==> src/rtl/assert_macros.svh <==
// Assertion macros shared by the markup escape encoder RTL.
// Depends on nothing; assertions compile away when SYNTHESIS is defined.
`ifndef ASSERT_MACROS_SVH
`define ASSERT_MACROS_SVH
`ifndef SYNTHESIS
// Checks that prop holds at every rising clock edge outside reset.
`define MEE_ASSERT(label, clk, rst_n, prop) \
	label: assert property (@(posedge clk) disable iff (!rst_n) (prop)) \
		else $error("assertion failed");
// Checks that cond implies result in the same cycle.
`define MEE_ASSERT_IMPL(label, clk, rst_n, cond, result) \
	label: assert property (@(posedge clk) disable iff (!rst_n) (cond) |-> (result)) \
		else $error("assertion failed");
// Checks that cond implies result in the following cycle.
`define MEE_ASSERT_NEXT(label, clk, rst_n, cond, result) \
	label: assert property (@(posedge clk) disable iff (!rst_n) (cond) |=> (result)) \
		else $error("assertion failed");
`else
`define MEE_ASSERT(label, clk, rst_n, prop)
`define MEE_ASSERT_IMPL(label, clk, rst_n, cond, result)
`define MEE_ASSERT_NEXT(label, clk, rst_n, cond, result)
`endif
`endif

==> src/rtl/mee_pkg.sv <==
// Package of the markup escape encoder: configuration and run descriptor types,
// character constants, run kinds and the escape sequence lookup. Depends on nothing.
package mee_pkg;

	// Register indexes on the configuration port.
	localparam logic [1:0] REG_MARKUP_ENABLE  = 2'd0;
	localparam logic [1:0] REG_TAG_BEGIN_CODE = 2'd1;
	localparam logic [1:0] REG_TAG_END_CODE   = 2'd2;
	localparam logic [1:0] REG_ENTITY_CODE    = 2'd3;

	localparam int unsigned ADDR_W = 4;
	localparam int unsigned DATA_W = 32;

	// Characters used by the translation.
	localparam logic [7:0] CH_LT   = 8'h3C;
	localparam logic [7:0] CH_GT   = 8'h3E;
	localparam logic [7:0] CH_AMP  = 8'h26;
	localparam logic [7:0] CH_QUOT = 8'h22;
	localparam logic [7:0] CH_SEMI = 8'h3B;
	localparam logic [7:0] CH_L    = 8'h6C;
	localparam logic [7:0] CH_G    = 8'h67;
	localparam logic [7:0] CH_T    = 8'h74;
	localparam logic [7:0] CH_A    = 8'h61;
	localparam logic [7:0] CH_M    = 8'h6D;
	localparam logic [7:0] CH_P    = 8'h70;
	localparam logic [7:0] CH_Q    = 8'h71;
	localparam logic [7:0] CH_U    = 8'h75;
	localparam logic [7:0] CH_O    = 8'h6F;

	// Kinds of output run that one input byte can cause.
	localparam logic [2:0] KIND_BYTE = 3'd0;
	localparam logic [2:0] KIND_END  = 3'd1;
	localparam logic [2:0] KIND_LT   = 3'd2;
	localparam logic [2:0] KIND_GT   = 3'd3;
	localparam logic [2:0] KIND_AMP  = 3'd4;
	localparam logic [2:0] KIND_QUOT = 3'd5;

	localparam int unsigned RUN_DEPTH = 2;

	typedef struct packed {
		logic       markup_enable;
		logic [7:0] tag_begin_code;
		logic [7:0] tag_end_code;
		logic [7:0] entity_code;
	} cfg_t;

	typedef struct packed {
		logic [2:0] kind;
		logic [7:0] data;
		logic       str_last;
	} run_t;

	typedef struct packed {
		logic       full;
		logic [1:0] count;
	} fifo_status_t;

	// Index of the final byte of a run of the given kind.
	function automatic logic [2:0] run_last_idx(input logic [2:0] kind);
		logic [2:0] r;
		begin
			case (kind)
				KIND_LT:   r = 3'd3;
				KIND_GT:   r = 3'd3;
				KIND_AMP:  r = 3'd4;
				KIND_QUOT: r = 3'd5;
				default:   r = 3'd0;
			endcase
			run_last_idx = r;
		end
	endfunction

	// Byte number idx of a run; single byte runs return their data byte.
	function automatic logic [7:0] seq_byte(input logic [2:0] kind, input logic [7:0] data,
			input logic [2:0] idx);
		logic [63:0] seq;
		begin
			case (kind)
				KIND_LT:   seq = {32'h0, CH_SEMI, CH_T, CH_L, CH_AMP};
				KIND_GT:   seq = {32'h0, CH_SEMI, CH_T, CH_G, CH_AMP};
				KIND_AMP:  seq = {24'h0, CH_SEMI, CH_P, CH_M, CH_A, CH_AMP};
				KIND_QUOT: seq = {16'h0, CH_SEMI, CH_T, CH_O, CH_U, CH_Q, CH_AMP};
				default:   seq = {56'h0, data};
			endcase
			seq_byte = seq[{idx, 3'b000} +: 8];
		end
	endfunction

endpackage

==> src/rtl/markup_escape_encoder.sv <==
// Top level of the markup escape encoder: configuration registers, classifier,
// run queue and output serializer. Depends on mee_pkg and assert_macros.svh.
//
// Usage: source text enters one byte per transfer on in_valid/in_stall with
// in_byte and last_in_string. Each byte yields zero to six result transfers on
// out_valid/out_stall carrying out_byte, byte_valid, run_last and string_end;
// run_last marks the final result of a byte, string_end that of a string.
// A final byte that yields no text gives one result with byte_valid low.
// One byte per cycle passes for bytes that give one result while the receiver
// does not stall; a byte with several results holds the output while its run
// is walked, and the two-entry run queue lets input continue until it fills.
// The output register is the one place bytes leave, so the rate is set by the
// serializer walking a run. Reset clears the tag and entity state, empties
// the queue and output, and loads the marker registers with their defaults.
// When the receiver stalls, the result stays unchanged and input stalls once
// the queue is full. The user must write the registers over the APB-style port
// only while the block is idle; the block itself does not enforce this.
`include "assert_macros.svh"

module markup_escape_encoder (
	input  logic                       clk,
	input  logic                       arst_n,
	input  logic                       psel,
	input  logic                       penable,
	input  logic                       pwrite,
	input  logic [mee_pkg::ADDR_W-1:0] paddr,
	input  logic [mee_pkg::DATA_W-1:0] pwdata,
	output logic [mee_pkg::DATA_W-1:0] prdata,
	output logic                       pready,
	input  logic                       in_valid,
	output logic                       in_stall,
	input  logic [7:0]                 in_byte,
	input  logic                       last_in_string,
	output logic                       out_valid,
	input  logic                       out_stall,
	output logic [7:0]                 out_byte,
	output logic                       byte_valid,
	output logic                       run_last,
	output logic                       string_end
);

	mee_pkg::cfg_t         cfg;
	mee_pkg::run_t         run;
	mee_pkg::run_t         head;
	mee_pkg::fifo_status_t fifo_status;
	logic                  accept;
	logic                  push;
	logic                  pop;
	logic                  head_valid;

	// Input transfers are taken while the run queue has room.
	assign in_stall = fifo_status.full;
	assign accept   = in_valid && !in_stall;

	mee_regs u_regs (
		.clk     (clk),
		.arst_n  (arst_n),
		.psel    (psel),
		.penable (penable),
		.pwrite  (pwrite),
		.paddr   (paddr),
		.pwdata  (pwdata),
		.prdata  (prdata),
		.pready  (pready),
		.cfg     (cfg)
	);

	mee_classify u_classify (
		.clk            (clk),
		.arst_n         (arst_n),
		.cfg            (cfg),
		.accept         (accept),
		.in_byte        (in_byte),
		.last_in_string (last_in_string),
		.push           (push),
		.run            (run)
	);

	mee_run_fifo u_fifo (
		.clk        (clk),
		.arst_n     (arst_n),
		.push       (push),
		.run_in     (run),
		.pop        (pop),
		.head_valid (head_valid),
		.head       (head),
		.status     (fifo_status)
	);

	mee_serializer u_ser (
		.clk        (clk),
		.arst_n     (arst_n),
		.head_valid (head_valid),
		.head       (head),
		.pop        (pop),
		.out_valid  (out_valid),
		.out_stall  (out_stall),
		.out_byte   (out_byte),
		.byte_valid (byte_valid),
		.run_last   (run_last),
		.string_end (string_end)
	);

	// The queue never holds more than its depth.
	`MEE_ASSERT(a_fifo_bound, clk, arst_n, fifo_status.count <= 2'(mee_pkg::RUN_DEPTH))
	// A final string byte always leaves a run behind in the queue.
	`MEE_ASSERT_NEXT(a_last_queued, clk, arst_n, accept && last_in_string, fifo_status.count != 2'd0)
	// A bare end mark is always the closing result of its string.
	`MEE_ASSERT_IMPL(a_end_mark, clk, arst_n, out_valid && !byte_valid, run_last && string_end)

endmodule

==> src/rtl/mee_regs.sv <==
// Configuration registers of the markup escape encoder behind an APB-style port.
// Depends on mee_pkg.
module mee_regs (
	input  logic                       clk,
	input  logic                       arst_n,
	input  logic                       psel,
	input  logic                       penable,
	input  logic                       pwrite,
	input  logic [mee_pkg::ADDR_W-1:0] paddr,
	input  logic [mee_pkg::DATA_W-1:0] pwdata,
	output logic [mee_pkg::DATA_W-1:0] prdata,
	output logic                       pready,
	output mee_pkg::cfg_t              cfg
);

	mee_pkg::cfg_t cfg_q;
	logic          wr_en;
	logic [1:0]    reg_idx;

	assign pready  = 1'b1;
	assign wr_en   = psel && penable && pwrite;
	assign reg_idx = paddr[3:2];
	assign cfg     = cfg_q;

	// Register writes complete in the access cycle.
	always_ff @(posedge clk or negedge arst_n) begin
		if (!arst_n) begin
			cfg_q.markup_enable  <= 1'b1;
			cfg_q.tag_begin_code <= 8'd3;
			cfg_q.tag_end_code   <= 8'd4;
			cfg_q.entity_code    <= 8'd6;
		end else if (wr_en) begin
			unique case (reg_idx)
				mee_pkg::REG_MARKUP_ENABLE:  cfg_q.markup_enable  <= pwdata[0];
				mee_pkg::REG_TAG_BEGIN_CODE: cfg_q.tag_begin_code <= pwdata[7:0];
				mee_pkg::REG_TAG_END_CODE:   cfg_q.tag_end_code   <= pwdata[7:0];
				mee_pkg::REG_ENTITY_CODE:    cfg_q.entity_code    <= pwdata[7:0];
				default: ;
			endcase
		end
	end

	// Read data selection.
	always_comb begin
		prdata = '0;
		unique case (reg_idx)
			mee_pkg::REG_MARKUP_ENABLE:  prdata = {31'h0, cfg_q.markup_enable};
			mee_pkg::REG_TAG_BEGIN_CODE: prdata = {24'h0, cfg_q.tag_begin_code};
			mee_pkg::REG_TAG_END_CODE:   prdata = {24'h0, cfg_q.tag_end_code};
			mee_pkg::REG_ENTITY_CODE:    prdata = {24'h0, cfg_q.entity_code};
			default:                     prdata = '0;
		endcase
	end

endmodule

==> src/rtl/mee_classify.sv <==
// Byte classifier of the markup escape encoder: tracks tag and entity state and
// turns each accepted byte into a run descriptor. Depends on mee_pkg.
module mee_classify (
	input  logic          clk,
	input  logic          arst_n,
	input  mee_pkg::cfg_t cfg,
	input  logic          accept,
	input  logic [7:0]    in_byte,
	input  logic          last_in_string,
	output logic          push,
	output mee_pkg::run_t run
);

	logic       inside_tag_q;
	logic       inside_entity_q;
	logic       tag_d;
	logic       entity_d;
	logic       emit;
	logic       on;
	logic [2:0] kind;
	logic [7:0] data;

	assign on = cfg.markup_enable;

	// Marker tests in priority order, then the escapes for special characters.
	always_comb begin
		emit     = 1'b0;
		kind     = mee_pkg::KIND_BYTE;
		data     = in_byte;
		tag_d    = inside_tag_q;
		entity_d = inside_entity_q;
		if (inside_tag_q) begin
			emit = on;
			if (in_byte == cfg.tag_end_code) begin
				tag_d = 1'b0;
				data  = mee_pkg::CH_GT;
			end
		end else if (inside_entity_q) begin
			emit = on;
			if (in_byte == mee_pkg::CH_SEMI) begin
				entity_d = 1'b0;
			end
		end else if (in_byte == cfg.tag_begin_code) begin
			tag_d = 1'b1;
			emit  = on;
			data  = mee_pkg::CH_LT;
		end else if (in_byte == cfg.tag_end_code) begin
			emit = on;
			data = mee_pkg::CH_GT;
		end else if (in_byte == cfg.entity_code) begin
			entity_d = 1'b1;
			emit     = on;
			data     = mee_pkg::CH_AMP;
		end else begin
			emit = 1'b1;
			if (on) begin
				case (in_byte)
					mee_pkg::CH_LT:   kind = mee_pkg::KIND_LT;
					mee_pkg::CH_GT:   kind = mee_pkg::KIND_GT;
					mee_pkg::CH_AMP:  kind = mee_pkg::KIND_AMP;
					mee_pkg::CH_QUOT: kind = mee_pkg::KIND_QUOT;
					default:          kind = mee_pkg::KIND_BYTE;
				endcase
			end
		end
		// A final byte that gives nothing still carries the end mark.
		if (last_in_string && !emit) begin
			kind = mee_pkg::KIND_END;
			data = 8'h00;
		end
		if (last_in_string) begin
			tag_d    = 1'b0;
			entity_d = 1'b0;
		end
	end

	assign push         = accept && (emit || last_in_string);
	assign run.kind     = kind;
	assign run.data     = data;
	assign run.str_last = last_in_string;

	// Tag and entity state advance on every accepted byte.
	always_ff @(posedge clk or negedge arst_n) begin
		if (!arst_n) begin
			inside_tag_q    <= 1'b0;
			inside_entity_q <= 1'b0;
		end else if (accept) begin
			inside_tag_q    <= tag_d;
			inside_entity_q <= entity_d;
		end
	end

endmodule

==> src/rtl/mee_run_fifo.sv <==
// Two-entry queue of run descriptors between the classifier and the serializer.
// Depends on mee_pkg.
module mee_run_fifo (
	input  logic                  clk,
	input  logic                  arst_n,
	input  logic                  push,
	input  mee_pkg::run_t         run_in,
	input  logic                  pop,
	output logic                  head_valid,
	output mee_pkg::run_t         head,
	output mee_pkg::fifo_status_t status
);

	mee_pkg::run_t entry_q [mee_pkg::RUN_DEPTH];
	logic          wr_ptr_q;
	logic          rd_ptr_q;
	logic [1:0]    count_q;
	logic          do_pop;

	assign head_valid   = (count_q != 2'd0);
	assign head         = entry_q[rd_ptr_q];
	assign do_pop       = pop && head_valid;
	assign status.full  = (count_q == 2'(mee_pkg::RUN_DEPTH));
	assign status.count = count_q;

	// Entry storage.
	always_ff @(posedge clk) begin
		if (push) begin
			entry_q[wr_ptr_q] <= run_in;
		end
	end

	// Pointers and fill count.
	always_ff @(posedge clk or negedge arst_n) begin
		if (!arst_n) begin
			wr_ptr_q <= 1'b0;
			rd_ptr_q <= 1'b0;
			count_q  <= 2'd0;
		end else begin
			if (push) begin
				wr_ptr_q <= ~wr_ptr_q;
			end
			if (do_pop) begin
				rd_ptr_q <= ~rd_ptr_q;
			end
			if (push && !do_pop) begin
				count_q <= count_q + 2'd1;
			end else if (!push && do_pop) begin
				count_q <= count_q - 2'd1;
			end
		end
	end

endmodule

==> src/rtl/mee_serializer.sv <==
// Serializer of the markup escape encoder: walks the head run into the output
// register one byte a cycle while the receiver does not stall. Depends on mee_pkg.
module mee_serializer (
	input  logic          clk,
	input  logic          arst_n,
	input  logic          head_valid,
	input  mee_pkg::run_t head,
	output logic          pop,
	output logic          out_valid,
	input  logic          out_stall,
	output logic [7:0]    out_byte,
	output logic          byte_valid,
	output logic          run_last,
	output logic          string_end
);

	logic [2:0] idx_q;
	logic       out_valid_q;
	logic [7:0] out_byte_q;
	logic       byte_valid_q;
	logic       run_last_q;
	logic       string_end_q;
	logic       can_load;
	logic       load;
	logic       at_end;

	assign can_load = !out_valid_q || !out_stall;
	assign load     = can_load && head_valid;
	assign at_end   = (idx_q == mee_pkg::run_last_idx(head.kind));
	assign pop      = load && at_end;

	assign out_valid  = out_valid_q;
	assign out_byte   = out_byte_q;
	assign byte_valid = byte_valid_q;
	assign run_last   = run_last_q;
	assign string_end = string_end_q;

	// Position within the current run.
	always_ff @(posedge clk or negedge arst_n) begin
		if (!arst_n) begin
			idx_q       <= 3'd0;
			out_valid_q <= 1'b0;
		end else if (can_load) begin
			out_valid_q <= head_valid;
			if (load) begin
				idx_q <= at_end ? 3'd0 : idx_q + 3'd1;
			end
		end
	end

	// Output payload register, held while the receiver stalls.
	always_ff @(posedge clk) begin
		if (load) begin
			out_byte_q   <= mee_pkg::seq_byte(head.kind, head.data, idx_q);
			byte_valid_q <= (head.kind != mee_pkg::KIND_END);
			run_last_q   <= at_end;
			string_end_q <= at_end && head.str_last;
		end
	end

endmodule

==> config.mk <==
export PLATFORM = sky130hd
export DESIGN_NAME = markup_escape_encoder
export DESIGN_NICKNAME = d
export VERILOG_FILES = /design/src/rtl/mee_pkg.sv /design/src/rtl/markup_escape_encoder.sv /design/src/rtl/mee_regs.sv /design/src/rtl/mee_classify.sv /design/src/rtl/mee_run_fifo.sv /design/src/rtl/mee_serializer.sv
export VERILOG_INCLUDE_DIRS = /design/src /design/src/rtl
export SDC_FILE = /design/constraint.sdc
export NUM_CORES = 1
export LEC_CHECK = 0
export BUFFER_PORTS_ARGS = -buffer_cell sky130_fd_sc_hd__buf_2
export CORE_MARGIN = 5
export CORE_UTILIZATION = 40
export CTS_CLUSTER_DIAMETER = 50
export DETAILED_ROUTE_END_ITERATION = 10
export PLACE_DENSITY = 0.63
export SYNTH_ARGS = -nofsm -noshare
export SYNTH_HDL_FRONTEND = slang
export SYNTH_SLANG_ARGS = --single-unit
==> constraint.sdc <==
create_clock -name clk -period 3.8 [get_ports clk]
set_input_delay 0.19 -clock clk [delete_from_list [all_inputs] [get_ports clk]]
set_output_delay 0.19 -clock clk [all_outputs]
set_load 0.02 [all_outputs]
# Word level (Yosys, flattened, before mapping)

Memory sizes are Yosys's and may differ from the RTL's.
Cells that the tools add are included.

Bits in registers: 46
Bits in writable memories: 24
Input port bits: 52
Output and inout bits: 46
Word-level logic and storage cells: 111
Memories: 1

Memories:

| memory         | depth | bits a word | read ports | clocked after memory_dff | write ports | line               | text |
|---|---|---|---|---|---|---|---|
| u_fifo.entry_q | 2     | 12          | 1          | 0                        | 1           | mee_run_fifo.sv:14 | `mee_pkg::run_t entry_q [mee_pkg::RUN_DEPTH];` |

$add $sub $neg: 3
Equality and inequality tests: 19
Shift operators: 1
Muxes and demuxes: 41
Bitwise operators: 2
Reduce and logical (&&, ||, !) cells: 29

Operators by type and width:

| operator                                             | count |
|---|---|
| one-hot mux 46 bit (4 select lines)                  | 1 |
| one-hot mux 32 bit (4 select lines)                  | 1 |
| 2-to-1 mux 64 bit                                    | 1 |
| indexed part select 64 x 7 -> 8 bit                  | 1 |
| 2-to-1 mux 8 bit                                     | 7 |
| equality test 8 x 6 -> 1 bit (second input constant) | 5 |
| equality test 8 bit                                  | 3 |
| 2-to-1 mux 3 bit                                     | 8 |
| 2-to-1 mux 1 bit                                     | 19 |
| one-hot mux 3 bit (4 select lines)                   | 1 |
| AND reduction 2 bit                                  | 6 |
| logical AND 1 bit                                    | 11 |
| one-hot mux 3 bit (3 select lines)                   | 1 |
| equality test 2 bit (second input constant)          | 3 |
| equality test 3 x 2 -> 1 bit (second input constant) | 2 |
| equality test 3 bit (second input constant)          | 2 |
| zero test 1 bit                                      | 6 |
| 2-to-1 mux 2 bit                                     | 2 |
| nonzero test 2 bit                                   | 2 |
| adder 3 x 1 -> 3 bit (second input constant)         | 1 |
| equality test 3 bit                                  | 1 |
| != test 3 x 1 -> 1 bit (second input constant)       | 1 |
| adder 2 x 1 -> 2 bit (second input constant)         | 1 |
| equality test 2 x 1 -> 1 bit (second input constant) | 1 |
| 6 further kinds                                      | 8 |

# Depth between registers and ports, before layout

Gate-level depths: netlist (run 1).

Word-level depth: 12
Gate-level depth with buffers: 12
Mapped depth without buffers: 12

# By module

From an unflattened synthesis (run 1), not the netlist that was laid out.

Cell total of the unflattened synthesis: 375
Area, all modules: 4375.4 um^2

Modules (own cells, without submodules):

| module                | instances | cells each | area each (um^2) | sequential area each (um^2) |
|---|---|---|---|---|
| mee_regs              | 1         | 102        | 1365.1           | 633.1 |
| mee_run_fifo          | 1         | 53         | 1102.3           | 820.8 |
| mee_serializer        | 1         | 112        | 1052.3           | 430.4 |
| mee_classify          | 1         | 107        | 842.1            | 50.0 |
| markup_escape_encoder | 1         | 1          | 13.8             | 0.0 |

# Worst setup path before layout (run 1)

No wires, ideal clock.

Kind: flip-flop to flip-flop
Start: memory u_fifo.entry_q[0][11] in the netlist's numbering
End: register u_fifo.count_q[1]
Library setup time: 0.080 ns
Arrival time: 2.303 ns
Data required time: 3.720 ns
Path slack: 1.417 ns
Stages on the path, launching flop included: 13
Path buffers: 0
Clock period less this slack: 2.383 ns
Cells stage by stage: edfxtp_1 -> nor3b_1 -> a31oi_2 -> nand2b_1 -> nand2_1 -> ha_1 -> inv_1 -> o31ai_4 -> or2_4 -> ha_1 -> xor2_1 -> nor2_1 -> xnor2_1

Longest elaborated chain between the ends: 10
Elaborated cells on any way between the ends: 15
Classes of those cells: 5 x eq/ne; 2 x mux; 7 x reduce/logical; 1 x memory

RTL lines:

| item                                                          | line                 | text |
|---|---|---|
| start: declaration                                            | mee_run_fifo.sv:14   |  |
| memory (2 x 12 bit) *                                         | -                    |  |
| equality test 3 x 2 -> 1 bit                                  | mee_pkg.sv:62        | `case (kind)` |
| OR reduction 2 bit (no line)                                  | -                    |  |
| one-hot mux 3 bit (3 select lines) *                          | mee_pkg.sv:62        |  |
| equality test 3 bit *                                         | mee_serializer.sv:29 | `assign at_end = (idx_q == mee_pkg::run_last_idx(head.kind));` |
| logical AND 1 bit *                                           | mee_serializer.sv:30 | `assign pop = load && at_end;` |
| logical AND 1 bit *                                           | mee_run_fifo.sv:22   | `assign do_pop = pop && head_valid;` |
| zero test 1 bit                                               | mee_run_fifo.sv:46   | `if (push && !do_pop) begin` |
| logical AND 1 bit                                             | mee_run_fifo.sv:46   |  |
| 2-to-1 mux 2 bit / nonzero test 2 bit (equally long branches) | -                    |  |
| end signal: assignment                                        | mee_run_fifo.sv:47   | `count_q <= count_q + 2'd1;` |
| end signal: assignment                                        | mee_run_fifo.sv:49   | `count_q <= count_q - 2'd1;` |
| end: declaration                                              | mee_run_fifo.sv:17   | `logic [1:0] count_q;` |

Every way passes the cells marked *; elsewhere a longest branch is shown, timed or not.
A chain may end at the register's enable or synchronous reset.

# Final worst setup path (run 1)

Start: register u_fifo.rd_ptr_q
End: register u_fifo.count_q[1]

Longest elaborated chain between the ends: 10
Elaborated cells on any way between the ends: 15
Classes of those cells: 5 x eq/ne; 2 x mux; 7 x reduce/logical; 1 x memory

RTL lines:

| item                                                          | line                 | text |
|---|---|---|
| start: declaration                                            | mee_run_fifo.sv:16   | `logic rd_ptr_q;` |
| start signal: assignment                                      | mee_run_fifo.sv:44   | `rd_ptr_q <= ~rd_ptr_q;` |
| memory (2 x 12 bit) *                                         | -                    |  |
| equality test 3 x 2 -> 1 bit                                  | mee_pkg.sv:62        |  |
| OR reduction 2 bit (no line)                                  | -                    |  |
| one-hot mux 3 bit (3 select lines) *                          | mee_pkg.sv:62        |  |
| equality test 3 bit *                                         | mee_serializer.sv:29 |  |
| logical AND 1 bit *                                           | mee_serializer.sv:30 |  |
| logical AND 1 bit *                                           | mee_run_fifo.sv:22   |  |
| zero test 1 bit                                               | mee_run_fifo.sv:46   |  |
| logical AND 1 bit                                             | mee_run_fifo.sv:46   |  |
| 2-to-1 mux 2 bit / nonzero test 2 bit (equally long branches) | -                    |  |

Marked as above.

==> impl_metrics.tcl, run 1 <==
set metrics [dict create \
    rr_worst_depth 12 \
    r2r-start "u_fifo.rd_ptr_q$_DFFE_PN0P_" \
    post_cts_resized 0 \
    placementRows 37 \
    hold_viol_final 0 \
    power.share.clock 0.178 \
    fin_crit_sh 0.757 \
    postCtsHoldBufs 1 \
    hold_slack_ns 0.0651 \
    required_ns 4.06 \
    yosysMostFrequentCell "mux2_2" \
    synthFlopType "edfxtp_1" \
    maxSlewViolCount 0 \
    cp.arrival_ns 3.14 \
    power.share.switching 0.374 \
    drt_pre_antenna_iters 4 \
    period_needed_ns 2.88 \
    r2r_end "u_fifo.count_q[1]$_DFFE_PN0P_" \
    p_leak_uw 0.00186 \
    worstSkewPairLatency_ns 0.34 \
    postCtsSetupRepairBufs 0 \
    synthCells 362 \
    drc_errors 0 \
    grt_pass1_vias 2822 \
    crit_end "u_fifo.count_q[1]$_DFFE_PN0P_" \
    switchingPower_uw 1100 \
    p_int_uw 1850 \
    ys_ff_latch 70 \
    drt-wirelength-per-cell_um 14.8 \
    cts.sinks 70 \
    hp-class "in -> reg" \
    powerDensity_nw_per_um2 653 \
    status "completed" \
    drive_gt1_frac 0.302 \
    netlist_area_um2 4130 \
    worstSetupPathType "reg -> reg" \
    setup_tns_ns 0 \
    clkTransAtPathRegs_ns 0.07 \
    slowest_delay_ns 0.56 \
    ioPinCount 98 \
    ir_drop_mv 0.268 \
    grt_max_degree 36 \
    initial_core_util 0.406 \
    yosys-top-cells-count "mux2_2 (36), edfxtp_1 (35), dfrtp_1 (29)" \
    yosysTopAreaCellShare 0.254 \
    hpwlAfterDp_um 6050 \
    cts_made_buffers 9 \
    fin_nets 460 \
    clockBufferDepth 2 \
    cp_slowest_cell "dfrtp_1" \
    synth_edf_count 35 \
    skew_ns 0.0110 \
    yosysWarnings 0 \
    yosys-top-cells-area "edfxtp_1 (25%), dfrtp_1 (18%), mux2_2 (9.8%)" \
    max-cap-violations 0 \
    fmax_mhz 348 \
    portBuffers 46 \
    die_w_um 112 \
    grt_remaining_overflow 0 \
    crit_path_end_kind "register" \
    path_cells "buf_4 -> a31oi_2 -> nand2b_1 -> nand2_1 -> ha_1 -> inv_1 -> o31ai_4 -> or2_4 -> ha_1 -> xor2_1 -> nor2_1 -> xnor2_1" \
    vias 2727 \
    pwr-share-seq 0.433 \
    antenna_found_initial 0 \
    clockRootBuffer "clkbuf_8" \
    antenna_cells 0 \
    dieHeight_um 112 \
    ys_seq_area_frac 0.468 \
    cts_tree "done" \
    slew-limit-headroom 0.465 \
    setup_viol 0 \
    totalWireLength_um 8080 \
    drtAntennaViolNets 0 \
    crit_path_start "u_fifo.rd_ptr_q$_DFFE_PN0P_" \
    viasPerCell 4.99 \
    grt_usage 0.137 \
    drt_iter0_drc 110 \
    rsz0062_at_grt "no" \
    yosysTopAreaCell "edfxtp_1" \
    tightest_slew_ns 0.803 \
    area_growth_pct 9.48 \
    cp_max_fo 12 \
    synth_cell_type_count 62 \
    routabilityCongestion 0.876 \
    r2r_slack_ns 0.92 \
    syn_area_per_cell_um2 11.4 \
    synthArstFlopShare 0.500 \
    pwr-share-comb 0.389 \
    grt_pass1_wl_um 13900 \
    htreeDepth 3 \
    dieArea_um2 12500 \
    startpoint_type "register" \
    critPathMostFrequentCell "ha_1" \
    core_area_um2 10200 \
]
==> sequential cells by signal, indices dropped and copies added, names as in the netlist <==
signal / flops
u_ser.run_last: 1
u_regs.cfg: 25
u_fifo.count_q: 2
u_fifo.rd_ptr_q: 1
u_ser.string_end: 1
u_classify.inside_tag_q: 1
u_ser.out_valid: 1
u_ser.out_byte: 8
u_ser.byte_valid: 1
u_fifo.wr_ptr_q: 1
u_fifo.entry_q: 24
u_classify.inside_entity_q: 1
u_ser.idx_q: 3
==> worst min path at each step <==
stage / cells after the start / end / start / slack (ns)
5_1_grt: 3 / u_ser.out_valid$_DFFE_PN0N_ / out_stall / 0.07
6_report: 3 / u_ser.out_valid$_DFFE_PN0N_ / out_stall / 0.07
2_1_floorplan: 0 / u_classify.inside_entity_q$_DFFE_PN0P_ / arst_n / -0.11
3_5_place_dp: 1 / u_regs.cfg[13]$_DFFE_PN0P_ / arst_n / 0.33
3_3_place_gp: 1 / u_regs.cfg[14]$_DFFE_PN0P_ / arst_n / 0.31
4_1_cts: 3 / u_ser.out_valid$_DFFE_PN0N_ / out_stall / 0.05
==> cell families (layout without fill, tap and decap cells) <==
family | after synthesis | after routing | share of synthesized area
buf+inv | 50 | 75 | 0.0797
xor+xnor | 33 | 33 | 0.0700
compound gates | 57 | 57 | 0.0957
simple gates | 96 | 96 | 0.135
other cells | 2 | 25 | 0.00182
flops | 70 | 70 | 0.468
fa+ha+maj | 4 | 4 | 0.0115
mux | 50 | 50 | 0.138
==> power by group through the flow <==
| stage | combinational [uW] | sequential (uW) | clock, uW |
|---|---|---|---|
| final | 1150 | 1280 | 525 |
| after detailed placement | 1150 | 1300 | 0 |
| after floorplan | 910 | 1280 | 0 |
| after global routing | 1280 | 1320 | 587 |
| after global placement | 1130 | 1290 | 0 |
| after CTS | 1160 | 1280 | 547 |
==> metrics by stage <==
step           std cells  utilization  worst slack, ns  power, uW  cell area, um^2
6_report             546        0.444            0.924       2950             4520
5_1_grt              546        0.444            0.708       3190             4520
4_1_cts              546        0.444            0.914       2990             4520
3_5_place_dp         529        0.426            0.936       2450             4340
3_3_place_gp         529        0.426             1.03       2420             4340
2_1_floorplan        385            -             1.42       2190             4220
==> routing by layer <==
layer | up-vias | wire length, um | global-route usage
li1 | 1329 | - | -
met1 | 1302 | 3500 | 0.168
met5 | - | 0 | 0
met3 | 13 | 542 | 0.0451
met4 | 0 | 106 | 0.0495
met2 | 83 | 3930 | 0.227
==> area by class of cell <==
type	instances	area, um^2
fill	954	5660
multi-input combinational	265	1950
sequential	70	1930
timing repair buffer	49	255
tap	136	170
clock buffer	15	166
inverter	10	37.5
clock inverter	1	5.00
==> critical path, delay by kind of cell, from the launching register on <==
family	cells	cell delay, ns
buffers and inverters	2	0.38
DFF	1	0.56
AOI/OAI and AO/OA	2	0.42
xor gates and xnor gates	2	0.27
adders and majority gates	2	0.50
and+or+nand+nor	4	0.65
==> placed cells by master, fill, tap and decap left out, drive strengths merged, types with 4 or more instances in the layout <==
cell type and instances:
edfxtp 35, nand3 4, conb 25, clkbuf 15, xnor2 15, inv 10, and2 4, a22o 7
dfstp 6, nand2 30, nor4 5, buf 48, a21oi 11, nor2 19, mux2 36, o21ai 19
nand2b 8, o31ai 4, dfrtp 29, mux2i 13, xor2 18, nor3 6
No activity file was read; power rests on OpenSTA's default activity.
==> run 2: changes to the inputs <==
clock period = 2.9 ns   (was 3.8 ns; I/O delays follow)
==> impl_metrics.tcl, run 2 (same netlist as run 1, synthesis figures left out) <==
set metrics [dict create \
    drt_pre_antenna_iters 4 \
    antenna_found_initial 0 \
    max-cap-violations 0 \
    startpoint_type "register" \
    fmax_mhz 380 \
    grt_usage 0.133 \
    worstSetupPathType "reg -> reg" \
    hold_viol_final 0 \
    largest_reg_flops 25 \
    finalNonFillerCells 548 \
    tightest_slew_ns 1.04 \
    dieHeight_um 112 \
    cp.arrival_ns 2.90 \
    placed_area_um2 4360 \
    drc_errors 0 \
    powerDensity_nw_per_um2 867 \
    setup_tns_ns 0 \
    grt_remaining_overflow 0 \
    final_cell_mix "buf_2 (46), mux2_2 (36), edfxtp_1 (35)" \
    slowest_delay_ns 0.58 \
    die_w_um 112 \
    hold_start "out_stall" \
    totalWireLength_um 7940 \
    routabilityCongestion 0.899 \
    portBuffers 46 \
    cts_made_buffers 9 \
    skew_ns 0.00985 \
    cp_max_fo 9 \
    htreeDepth 3 \
    post_cts_resized 0 \
    required_ns 3.17 \
    dieArea_um2 12500 \
    clockRootBuffer "clkbuf_8" \
    cts_tree "done" \
    p_leak_uw 0.00188 \
    path_cells "mux2_2 -> nand2b_1 -> nand2_1 -> ha_1 -> inv_1 -> o31ai_4 -> or2_4 -> ha_1 -> xor2_1 -> nor2_1 -> xnor2_1" \
    grt_pass1_vias 2828 \
    clockBufferDepth 2 \
    placementRows 37 \
    drive_gt1_frac 0.313 \
    cp_slowest_cell "dfrtp_1" \
    postCtsHoldBufs 1 \
    fin_crit_sh 0.908 \
    drtAntennaViolNets 0 \
    drt-wirelength-per-cell_um 14.5 \
    drt_iter0_drc 103 \
    viasPerCell 4.96 \
    core_area_um2 10200 \
    crit_path_end_kind "register" \
    fin_util 0.447 \
    hp-class "in -> reg" \
    critPathMostFrequentCell "ha_1" \
    dp.cells 531 \
    area_growth_pct 10.3 \
    crit_path_start "u_fifo.rd_ptr_q$_DFFE_PN0P_" \
    rsz0062_at_grt "no" \
    period_needed_ns 2.63 \
    initial_core_util 0.406 \
    layout_commonest_cell "buf_2" \
    fin_nets 462 \
    slew-limit-headroom 0.308 \
    vias 2717 \
    setup_viol 0 \
    grt_pass1_wl_um 13600 \
    worstSkewPairLatency_ns 0.34 \
    hpwlAfterDp_um 6050 \
    grt_max_degree 36 \
    r2r-start "u_fifo.rd_ptr_q$_DFFE_PN0P_" \
    cts.sinks 70 \
    maxSlewViolCount 0 \
    ioPinCount 98 \
    fin_area_um2 4560 \
    postCtsSetupRepairBufs 0 \
    status "completed" \
    antenna_cells 0 \
    clkTransAtPathRegs_ns 0.07 \
    ir_drop_mv 0.329 \
]
[run 2: cell count changes in the layout (fill, tap and decap cells not counted), sizes merged]
cell / change
clkinv: +4
buf: +2
clkbuf: -5
bufinv: +1
[run 2: final cells by class]
type | instances | area (um^2)
flip-flops and latches | 70 | 1930
clock inverters | 6 | 62.6
repair buffers | 51 | 270
clock buffers | 10 | 128
multi-input cells | 265 | 1950
fillers | 981 | 5630
well taps | 136 | 170
inverters | 10 | 37.5
[run 2: report_power, final]
part           internal (uW)  switching (uW)  total, uW
registers               1420             247       1670
logic                    663             865       1530
clock network            395             358        754
[run 2: final timing paths]
| path | depth (start not counted) | endpoint | slack (ns) |
|---|---|---|---|
| setup / recovery | 11 | u_fifo.count_q[1]$_DFFE_PN0P_ | 0.27 |
| hold / removal | 3 | u_ser.out_valid$_DFFE_PN0N_ | 0.01 |
| setup reg to reg | 11 | u_fifo.count_q[1]$_DFFE_PN0P_ | 0.27 |
| hold reg to reg | 2 | u_ser.out_valid$_DFFE_PN0N_ | 0.48 |
| max in group asynchronous | 2 | u_fifo.wr_ptr_q$_DFFE_PN0P_ | 1.96 |
| min in group asynchronous | 2 | u_regs.cfg[13]$_DFFE_PN0P_ | 0.42 |
[run 2: through the flow]
| step | total power (uW) | hold WS (ns) | setup slack [ns] |
|---|---|---|---|
| 6_report | 3950 | 0.0129 | 0.266 |
| 5_1_grt | 4240 | 0.00752 | 0.0581 |
| 4_1_cts | 4000 | 0.000549 | 0.225 |
| 3_5_place_dp | 3230 | 0.282 | 0.249 |
| 3_3_place_gp | 3190 | 0.272 | 0.301 |
| 2_1_floorplan | 2870 | -0.151 | 0.517 |
[run 2: critical path: cells and delay by family, from the launching register on]
kind                     cells  cell delay [ns]
AO/OA/AOI/OAI                1             0.10
XOR/XNOR                     2             0.27
adder cells (fa/ha/maj)      2             0.49
buffers and inverters        1             0.09
flip-flops                   1             0.58
multiplexers                 1             0.44
AND/OR/NAND/NOR              4             0.60
[run 2: per-layer routing]
layer,GRT usage,up-vias,part of all wire
li1,-,1330,-
met1,0.165,1293,0.43
met2,0.223,81,0.49
met3,0.0391,13,0.060
met4,0.0470,0,0.017
met5,0,-,0
==> run 3: changes to the inputs <==
CORE_MARGIN = 3   (was 5)
PLACE_DENSITY = unset   (was 0.63)
==> impl_metrics.tcl, run 3 (same netlist as run 1, synthesis figures left out) <==
set metrics [dict create \
    skew_ns 0.0145 \
    ioPinCount 98 \
    dieArea_um2 11600 \
    drt_iter0_drc 92 \
    fin_area_um2 4590 \
    hpwlAfterDp_um 6090 \
    fin_crit_sh 0.898 \
    drive_gt1_frac 0.316 \
    startpoint_type "register" \
    core_area_um2 9910 \
    grt_pass1_wl_um 13200 \
    area_growth_pct 11.1 \
    clockRootBuffer "clkbuf_8" \
    cts_tree "done" \
    setup_tns_ns 0 \
    hold_viol_final 0 \
    portBuffers 46 \
    hp-class "in -> reg" \
    hold_slack_ns 0.0192 \
    cp_max_fo 12 \
    antenna_cells 0 \
    fmax_mhz 384 \
    crit_path_end_kind "register" \
    antenna_found_initial 0 \
    ir_drop_mv 0.381 \
    dieHeight_um 108 \
    setup_viol 0 \
    cts_made_buffers 9 \
    postCtsHoldBufs 1 \
    cts.sinks 70 \
    layout_commonest_cell "buf_2" \
    powerDensity_nw_per_um2 881 \
    cp.arrival_ns 2.56 \
    worstSkewPairLatency_ns 0.34 \
    maxSlewViolCount 0 \
    postCtsSetupRepairBufs 0 \
    clkTransAtPathRegs_ns 0.08 \
    drc_errors 0 \
    slew-limit-headroom 0.316 \
    initial_core_util 0.417 \
    required_ns 2.85 \
    totalWireLength_um 7830 \
    fin_util 0.463 \
    post_cts_resized 0 \
    htreeDepth 3 \
    max-cap-violations 0 \
    fin_nets 462 \
    drt_pre_antenna_iters 4 \
    grt_max_degree 36 \
    largest_reg_flops 25 \
    placed_area_um2 4350 \
    placementRows 36 \
    period_needed_ns 2.61 \
    rsz0062_at_grt "no" \
    r2r_slack_ns 0.29 \
    drt-wirelength-per-cell_um 14.4 \
    status "completed" \
    drtAntennaViolNets 0 \
    grt_remaining_overflow 0 \
    worstSetupPathType "reg -> reg" \
    grt_pass1_vias 2661 \
    viasPerCell 4.95 \
    die_w_um 108 \
    grt_usage 0.144 \
    final_cell_mix "buf_2 (46), mux2_2 (36), edfxtp_1 (35)" \
    p_leak_uw 0.00189 \
    finalNonFillerCells 545 \
    tightest_slew_ns 1.02 \
    vias 2698 \
    clockBufferDepth 2 \
    dp.cells 528 \
    routabilityCongestion 0.885 \
]
[run 3: cell count changes in the layout (fill, tap and decap cells not counted), sizes merged]
| cell | delta |
|---|---|
| inv | +3 |
| clkinv | -5 |
| bufinv | -1 |
| clkinvlp | +1 |
| clkbuf | +2 |
[run 3: final timing paths]
path,cells past startpoint,endpoint,startpoint
max,6,u_fifo.entry_q[0][5]$_DFFE_PP_,u_regs.cfg[16]$_DFFE_PN1P_
min reg2reg,1,u_fifo.wr_ptr_q$_DFFE_PN0P_,u_fifo.wr_ptr_q$_DFFE_PN0P_
max in group asynchronous,2,u_fifo.wr_ptr_q$_DFFE_PN0P_,arst_n
max reg2reg,6,u_fifo.entry_q[0][5]$_DFFE_PP_,u_regs.cfg[16]$_DFFE_PN1P_
min,3,u_ser.out_valid$_DFFE_PN0N_,out_stall
min in group asynchronous,2,u_ser.idx_q[2]$_DFFE_PN0P_,arst_n
[run 3: cell type report]
| class | instances | area (um^2) |
|---|---|---|
| Fill cell | 921 | 5320 |
| Sequential cell | 70 | 1930 |
| Timing Repair Buffer | 51 | 270 |
| Tap cell | 133 | 166 |
| Inverter | 10 | 37.5 |
| Multi-Input combinational cell | 265 | 1950 |
| Clock inverter | 4 | 28.8 |
| Clock buffer | 12 | 199 |
[run 3: critical path, cell delays in order (launching register included)]
cell and delay (ns):
dfstp_2 0.55, xor2_1 0.18, nor4_2 0.08, nand2_2 0.15, nand4b_4 0.16, a21oi_2 0.24
nor2b_1 0.84
[run 3: metal layers]
metal  track usage  routed length [um]  vias up
met3        0.0372                 347       10
met4        0.0424                  89        0
met2         0.245                4030       72
met1         0.181                3370     1280
met5             0                   0        -
li1              -                   -     1336
[run 3: power by group]
| part | total [uW] | switching [uW] | internal (uW) |
|---|---|---|---|
| Combinational | 1550 | 891 | 660 |
| Sequential | 1640 | 221 | 1420 |
| Clock | 852 | 381 | 471 |
[run 3: metrics by stage]
stage / setup slack, ns / total power (uW)
finish: 0.295 / 4040
global route: 0.0278 / 4330
CTS: 0.225 / 4100
detailed placement: 0.250 / 3230
global placement: 0.248 / 3200
floorplan: 0.517 / 2870
